===== src/rtl/core/assert_macros.svh =====
// Assertion helpers for the list engine top level.
`ifndef ASSERT_MACROS_SVH
`define ASSERT_MACROS_SVH

// Generic clocked assertion, held off while reset is asserted.
`define ALI_ASSERT(lbl, clk_s, rst_n_s, prop, msg) \
	lbl: assert property (@(posedge clk_s) disable iff (!rst_n_s) prop) else $error(msg);

// Same, on the block's own clock and reset.
`define ALI_ASSERT_MAIN(lbl, prop, msg) `ALI_ASSERT(lbl, clk, arst_n, prop, msg)

`endif


===== src/rtl/core/ali_pkg.sv =====
`default_nettype none

package ali_pkg;

	localparam int POS_W     = 5;
	localparam int CNT_W     = 5;
	localparam int VAL_W     = 32;
	localparam int DEPTH_DEF = 16;
	localparam logic [CNT_W-1:0] CAP_RST = 5'd16;

	typedef enum logic [1:0] {
		REQ_APPEND = 2'd0,
		REQ_INSERT = 2'd1,
		REQ_POP    = 2'd2,
		REQ_DELETE = 2'd3
	} req_t;

	typedef enum logic [1:0] {
		ST_OK     = 2'd0,
		ST_FULL   = 2'd1,
		ST_EMPTY  = 2'd2,
		ST_BADPOS = 2'd3
	} status_t;

	typedef enum logic [1:0] {
		CELL_HOLD   = 2'd0,
		CELL_INSERT = 2'd1,
		CELL_DELETE = 2'd2
	} cell_op_t;

	// Broadcast to every cell of the row.
	typedef struct packed {
		cell_op_t           op;
		logic [POS_W-1:0]   pos;
		logic [VAL_W-1:0]   value;
	} cell_ctrl_t;

endpackage

`default_nettype wire


===== src/rtl/core/ali_cell.sv =====
`default_nettype none

module ali_cell
	import ali_pkg::*;
#(
	parameter int IDX = 0,
	parameter int IW  = POS_W
) (
	input  wire logic             clk,
	input  wire cell_ctrl_t       ctrl,
	input  wire logic [VAL_W-1:0] below_data,
	input  wire logic [VAL_W-1:0] above_data,
	output logic      [VAL_W-1:0] data
);

	localparam logic [IW-1:0] IDX_V = IW'(IDX);

	logic [IW-1:0]    pos_x;
	logic [VAL_W-1:0] data_q;

	assign pos_x = IW'(ctrl.pos);
	assign data  = data_q;

	always_ff @(posedge clk) begin
		case (ctrl.op)
			CELL_INSERT: begin
				if (IDX_V == pos_x) begin
					data_q <= ctrl.value;
				end else if (IDX_V > pos_x) begin
					data_q <= below_data;
				end
			end
			CELL_DELETE: begin
				if (IDX_V >= pos_x) begin
					data_q <= above_data;
				end
			end
			default: begin
				data_q <= data_q;
			end
		endcase
	end

endmodule

`default_nettype wire


===== src/rtl/core/array_list_insert_delete.sv =====
`default_nettype none

// Ordered list of up to DEPTH signed 32-bit words held in a row of cells that
// shift up, shift down, load or hold in parallel, so any append, insert, pop or
// delete is one row update; each result word is presented from the output
// register in the cycle after acceptance. A new request is taken whenever the
// output register is empty or being drained in the same cycle, so with results
// drained the sustained rate is one request per clock. Failed requests (list
// full, list empty, bad position) report a status and leave the list untouched.
// The limit is min(capacity, DEPTH); capacity resets to 16 and should be written
// only while no request is outstanding. No clearing pass follows reset: the
// count starts at zero and entries are read only after being written.
module array_list_insert_delete
	import ali_pkg::*;
#(
	parameter int DEPTH = DEPTH_DEF
) (
	input  wire logic                    clk,
	input  wire logic                    arst_n,
	input  wire logic                    in_valid,
	output logic                         in_ready,
	input  wire logic [1:0]              req_type,
	input  wire logic [POS_W-1:0]        position,
	input  wire logic signed [VAL_W-1:0] new_value,
	output logic                         out_valid,
	input  wire logic                    out_ready,
	output logic signed [VAL_W-1:0]      removed_value,
	output logic [1:0]                   status,
	output logic [CNT_W-1:0]             count_after,
	input  wire logic                    cfg_valid,
	output logic                         cfg_ready,
	input  wire logic [CNT_W-1:0]        cfg_data
);

	`include "assert_macros.svh"

	localparam int DEPTH_W = (DEPTH > 1) ? $clog2(DEPTH) : 1;
	localparam int IW      = (DEPTH_W > POS_W) ? DEPTH_W : POS_W;
	// count can never pass 31 since capacity is 5 bits
	localparam int CNT_MAX = (1 << CNT_W) - 1;
	localparam int LIM_MAX = (DEPTH < CNT_MAX) ? DEPTH : CNT_MAX;
	localparam int NREAD   = (DEPTH < (1 << POS_W)) ? DEPTH : (1 << POS_W);

	logic [CNT_W-1:0] cap_q;
	logic [CNT_W-1:0] count_q;
	logic             out_valid_q;
	logic [VAL_W-1:0] removed_q;
	status_t          status_q;
	logic [CNT_W-1:0] count_after_q;

	logic [VAL_W-1:0] cell_data [DEPTH];
	cell_ctrl_t       ctrl;

	req_t             req;
	logic             in_fire;
	logic             full;
	logic             empty;
	status_t          res_status;
	logic [CNT_W-1:0] res_count;
	logic [VAL_W-1:0] res_removed;
	logic [POS_W-1:0] del_pos;
	logic [VAL_W-1:0] rd_data;

	assign req       = req_t'(req_type);
	assign in_ready  = !out_valid_q || out_ready;
	assign in_fire   = in_valid && in_ready;
	assign cfg_ready = 1'b1;
	assign full      = (count_q >= cap_q) || (count_q >= CNT_W'(LIM_MAX));
	assign empty     = (count_q == '0);
	assign del_pos   = (req == REQ_POP) ? '0 : position;

	always_comb begin
		rd_data = '0;
		for (int i = 0; i < NREAD; i++) begin
			if (del_pos == POS_W'(i)) begin
				rd_data = cell_data[i];
			end
		end
	end

	always_comb begin
		res_status  = ST_OK;
		res_count   = count_q;
		res_removed = '0;
		ctrl.op     = CELL_HOLD;
		ctrl.pos    = position;
		ctrl.value  = new_value;
		case (req)
			REQ_APPEND: begin
				ctrl.pos = count_q;
				if (full) begin
					res_status = ST_FULL;
				end else begin
					ctrl.op   = CELL_INSERT;
					res_count = count_q + 1'b1;
				end
			end
			REQ_INSERT: begin
				if (full) begin
					res_status = ST_FULL;
				end else if (position > count_q) begin
					res_status = ST_BADPOS;
				end else begin
					ctrl.op   = CELL_INSERT;
					res_count = count_q + 1'b1;
				end
			end
			REQ_POP: begin
				ctrl.pos = '0;
				if (empty) begin
					res_status = ST_EMPTY;
				end else begin
					ctrl.op     = CELL_DELETE;
					res_count   = count_q - 1'b1;
					res_removed = rd_data;
				end
			end
			default: begin
				if (empty) begin
					res_status = ST_EMPTY;
				end else if (position >= count_q) begin
					res_status = ST_BADPOS;
				end else begin
					ctrl.op     = CELL_DELETE;
					res_count   = count_q - 1'b1;
					res_removed = rd_data;
				end
			end
		endcase
		if (!in_fire) begin
			ctrl.op = CELL_HOLD;
		end
	end

	for (genvar g = 0; g < DEPTH; g++) begin : g_cell
		ali_cell #(
			.IDX (g),
			.IW  (IW)
		) u_cell (
			.clk        (clk),
			.ctrl       (ctrl),
			.below_data (cell_data[(g > 0) ? g - 1 : g]),
			.above_data (cell_data[(g < DEPTH - 1) ? g + 1 : g]),
			.data       (cell_data[g])
		);
	end

	always_ff @(posedge clk or negedge arst_n) begin
		if (!arst_n) begin
			cap_q       <= CAP_RST;
			count_q     <= '0;
			out_valid_q <= 1'b0;
		end else begin
			if (cfg_valid && cfg_ready) begin
				cap_q <= cfg_data;
			end
			if (in_fire) begin
				count_q     <= res_count;
				out_valid_q <= 1'b1;
			end else if (out_ready) begin
				out_valid_q <= 1'b0;
			end
		end
	end

	// result word payload
	always_ff @(posedge clk) begin
		if (in_fire) begin
			removed_q     <= res_removed;
			status_q      <= res_status;
			count_after_q <= res_count;
		end
	end

	assign out_valid     = out_valid_q;
	assign removed_value = removed_q;
	assign status        = status_q;
	assign count_after   = count_after_q;

	`ALI_ASSERT_MAIN(a_fail_keeps_count, in_fire && res_status != ST_OK |=> $stable(count_q), "failed request changed the count")
	`ALI_ASSERT_MAIN(a_append_grows, in_fire && req == REQ_APPEND && res_status == ST_OK |=> count_q == $past(count_q) + 5'd1, "append did not grow the count")
	`ALI_ASSERT_MAIN(a_word_count, out_valid_q && $past(in_fire) |-> count_after_q == count_q, "result count differs from list count")
	`ALI_ASSERT_MAIN(a_err_no_value, out_valid_q && status_q != ST_OK |-> removed_q == '0, "failed request returned a value")

endmodule

`default_nettype wire


===== config.mk =====
export PLATFORM = sky130hd
export DESIGN_NAME = array_list_insert_delete
export DESIGN_NICKNAME = d
export VERILOG_FILES = /design/src/rtl/core/ali_pkg.sv /design/src/rtl/core/ali_cell.sv /design/src/rtl/core/array_list_insert_delete.sv
export VERILOG_INCLUDE_DIRS = /design/src /design/src/rtl/core
export SDC_FILE = /design/constraint.sdc
export NUM_CORES = 1
export LEC_CHECK = 0
export BUFFER_PORTS_ARGS = -buffer_cell sky130_fd_sc_hd__buf_2
export CORE_AREA = 8 8 345 347
export DETAILED_ROUTE_END_ITERATION = 16
export DIE_AREA = 0 0 353 355
export PLACE_DENSITY = 0.46
export SLEW_MARGIN = 5
export SYNTH_ARGS = -nofsm -noshare
export SYNTH_HDL_FRONTEND = slang
export SYNTH_SLANG_ARGS = --single-unit
export TNS_END_PERCENT = 20

===== constraint.sdc =====
create_clock -name clk -period 13.5 [get_ports clk]
set_input_delay 1.35 -clock clk [delete_from_list [all_inputs] [get_ports clk]]
set_output_delay 1.35 -clock clk [all_outputs]
set_load 0.01 [all_outputs]

==> results.cfg <==
[sta]
rsz0062_at_grt = no
fin_skew_ns = 0.0400
finalMaxSlewViolations = 0
period_share = 0.507
fin_tns_setup_ns = 0
fmax_mhz = 146
period_needed_ns = 6.85
setup_viol = 0
setup_ws_ns = 6.65
final_hold_viol_count = 0
slew-limit-headroom = 0.0220
worst_pin_slew_ns = 1.46

[worst_setup_path]
path_cells = buf_4 > inv_1 > ha_1 > nand2b_1 > a21oi_1 > o21ai_1 > a21oi_2 > buf_4 > nand2_1 > inv_1 > ha_4 > buf_4 > buf_4 > buf_4 > mux2_2
cp.required_ns = 13.90
critical_path_class = input port to flop
ff2ff_path_depth = 14
critical-path-top-delay-family = buffers and inverters
cp.depth = 15
worst-path-max-fanout = 93
crit_path_top_delay_cell = buf_4
reg2reg_slack_ns = 7.12
crit_start = position[0]
worst_setup_path_start_kind = input port
r2r-start = count_q[3]
crit_path_frequent_cell = buf_4
r2r-end = g_cell[0].u_cell.data[23]
critical_path.max_stage_delay_ns = 0.82
cp.arrival_ns = 7.24
crit_buf_inv = 7
crit_path_end_kind = flop
crit_path_end = g_cell[0].u_cell.data[23]

[run]
maxCapViolCount = 0

[die]
rows = 124
fp.dieH_um = 355
start_util = 0.297
die_x_um = 353
core-area_um2 = 114000
num_io_pins = 91
die_area_um2 = 125000

[synth]
synth_top_cells_by_count = 551 x edfxtp_1, 548 x nand2_1, 462 x mux2i_1
syn_avg_cell_area_um2 = 10.3
yosysUniqueCellTypes = 90
synth.yosys.seq_area_share = 0.498
yosysMostFrequentCell = edfxtp_1
synth_nets = 3330
synth_edf_count = 551
async_flop_share = 0.0196
ys_warn_count = 0
synth_area_um2 = 33800
synth_top_cell_by_area = edfxtp_1
syn_inst = 3267
synth_largest_type_area_fraction = 0.490
ys_seq_elements = 562
synth-main-ff-cell = edfxtp_1
synthTopCellsByArea = edfxtp_1 49%, mux2i_1 14%, o21ai_0 6.4%

[cts]
cts_tree = built
htreeDepth = 3
cts_hold_buffers = 0
postCtsSetupBuffers = 0
cts_made_buffers = 70
clkSinkCount = 562
clockRootBuffer = clkbuf_16
cts_max_path_buffers = 3
ctsResizeCount = 0
clk_pin_slew_worst_paths_ns = 0.06
clk_latency_ns = 0.66

[routing]
wl_um = 146000
vias = 28200
drtIter0Drc = 3413
drc = 0
antenna_left = 0
first_pass_iters = 6
wl_per_cell_um = 30.4
viasPerCell = 5.88

[place]
finalWeightedCongestion = 0.857
hpwl_um = 88700
pre_cts_ws_ns = 6.07
numPortBuffers = 89

[global_routing]
grt_pass1_vias = 26500
grt_first_pass_wirelength_um = 205000
overflow = 0
grt_max_degree = 243
grtUsageMet2 = 0.329
grtUsageMet3 = 0.0450
met1_usage = 0.318
grt_antenna_before_repair = 15
gr-max-usage-layer = met2
track_usage = 0.222

[finish]
area.sequential_um2 = 16800
multi_input_area_um2 = 15700
finalNetCount = 3287
syn2layout_area_growth_pct = 12.1
fill_cells = 11600
drive_gt1_frac = 0.131

[power]
switching_share = 0.340
p_sw_w = 0.00199
power_leakage_nw = 12.0
ir_worst_vdd_mv = 0.0915
comb_power_share = 0.232
power.density_nw_per_um2 = 155
p_clk_frac = 0.320
p_seq_frac = 0.449
internal-power_w = 0.00387

[worst_hold_path]
min_path_type = flop to flop
min_path_cells = 2

[outcome]
status = finished, final reports clean
layer usage:
| metal | part of all wire | up-vias |
|---|---|---|
| li1 | - | 12300 |
| met3 | 0.091 | 272 |
| met5 | 0.00032 | - |
| met2 | 0.43 | 1423 |
| met4 | 0.040 | 6 |
| met1 | 0.44 | 14300 |
through the flow:
stage                     area [um^2]  cells  hold slack, ns   util  power (W)
after global routing            37900   4789           0.549  0.333    0.00609
final                           37900   4794           0.519  0.333    0.00586
after detailed placement        35700   4664           0.520  0.314    0.00400
after floorplan                 33800   3267           0.480      -    0.00343
after global placement          35700   4664           0.507  0.314    0.00399
after CTS                       37900   4788           0.527  0.333    0.00587
worst min path at each step:
stage                        start  endpoint  slack [ns]
after global placement    cap_q[0]  cap_q[0]        0.51
after detailed placement  cap_q[4]  cap_q[4]        0.52
after floorplan           cap_q[4]  cap_q[4]        0.48
final                     cap_q[4]  cap_q[4]        0.52
after global routing      cap_q[0]  cap_q[0]        0.55
after CTS                 cap_q[4]  cap_q[4]        0.53
worst min-delay path, stage by stage (launching register included):
cell	delay, ns
dfstp_2	0.35
inv_1	0.07
o21ai_0	0.09
area by class of cell:
type,instances,area share
Clock buffer,92,0.0496
Sequential cell,562,0.444
Tap cell,1512,0.0499
Timing Repair Buffer,185,0.0313
Clock inverter,32,0.00813
Antenna cell,6,0.000396
Multi-Input combinational cell,2378,0.414
Inverter,27,0.00268
state kept, by name, indices dropped and copies added, names as in the netlist:
register and flops:
status 2, removed_value 32, g_cell.u_cell.data 512, cap_q 5
count_after 5, count_q 5, out_valid 1
power groups by stage:
stage	sequential, W	combinational (W)	clock [W]
after detailed placement	0.00265	0.00134	0
final	0.00263	0.00136	0.00187
after global placement	0.00266	0.00133	0
after floorplan	0.00257	0.000861	0
after global routing	0.00266	0.00147	0.00196
after CTS	0.00262	0.00135	0.00190
placed cells by master, fill, tap and decap left out, types with 12 or more instances in the layout:
cell	count
a211oi_1	14
nand2b_1	20
o22ai_1	33
nand3_1	24
o31ai_1	12
nand4_1	13
nor2b_1	26
clkbuf_16	72
edfxtp_1	551
ha_1	13
o221ai_1	12
inv_1	25
o211ai_1	16
nor3_1	17
mux2i_1	462
o21ai_1	129
buf_2	87
clkbuf_1	20
buf_4	97
o21ai_0	430
nor2_1	83
a22oi_1	54
mux2_2	72
nand2_1	547
a32oi_1	13
a221oi_1	45
a21oi_1	102
clkinv_1	18
kinds of logic (layout without fill, tap and decap cells):
group                      after synthesis  in the layout  share of synthesized area
DFF                                    562            562                      0.498
buffers and inverters                  327            336                     0.0454
xor gates and xnor gates                 2              2                   0.000519
AOI/OAI and AO/OA                      991            991                      0.178
other                                    1              7                   0.000111
adders and majority gates               14             14                    0.00519
and+or+nand+nor                        836            836                      0.111
muxes                                  534            534                      0.161
(Power assumes the default switching activity.)
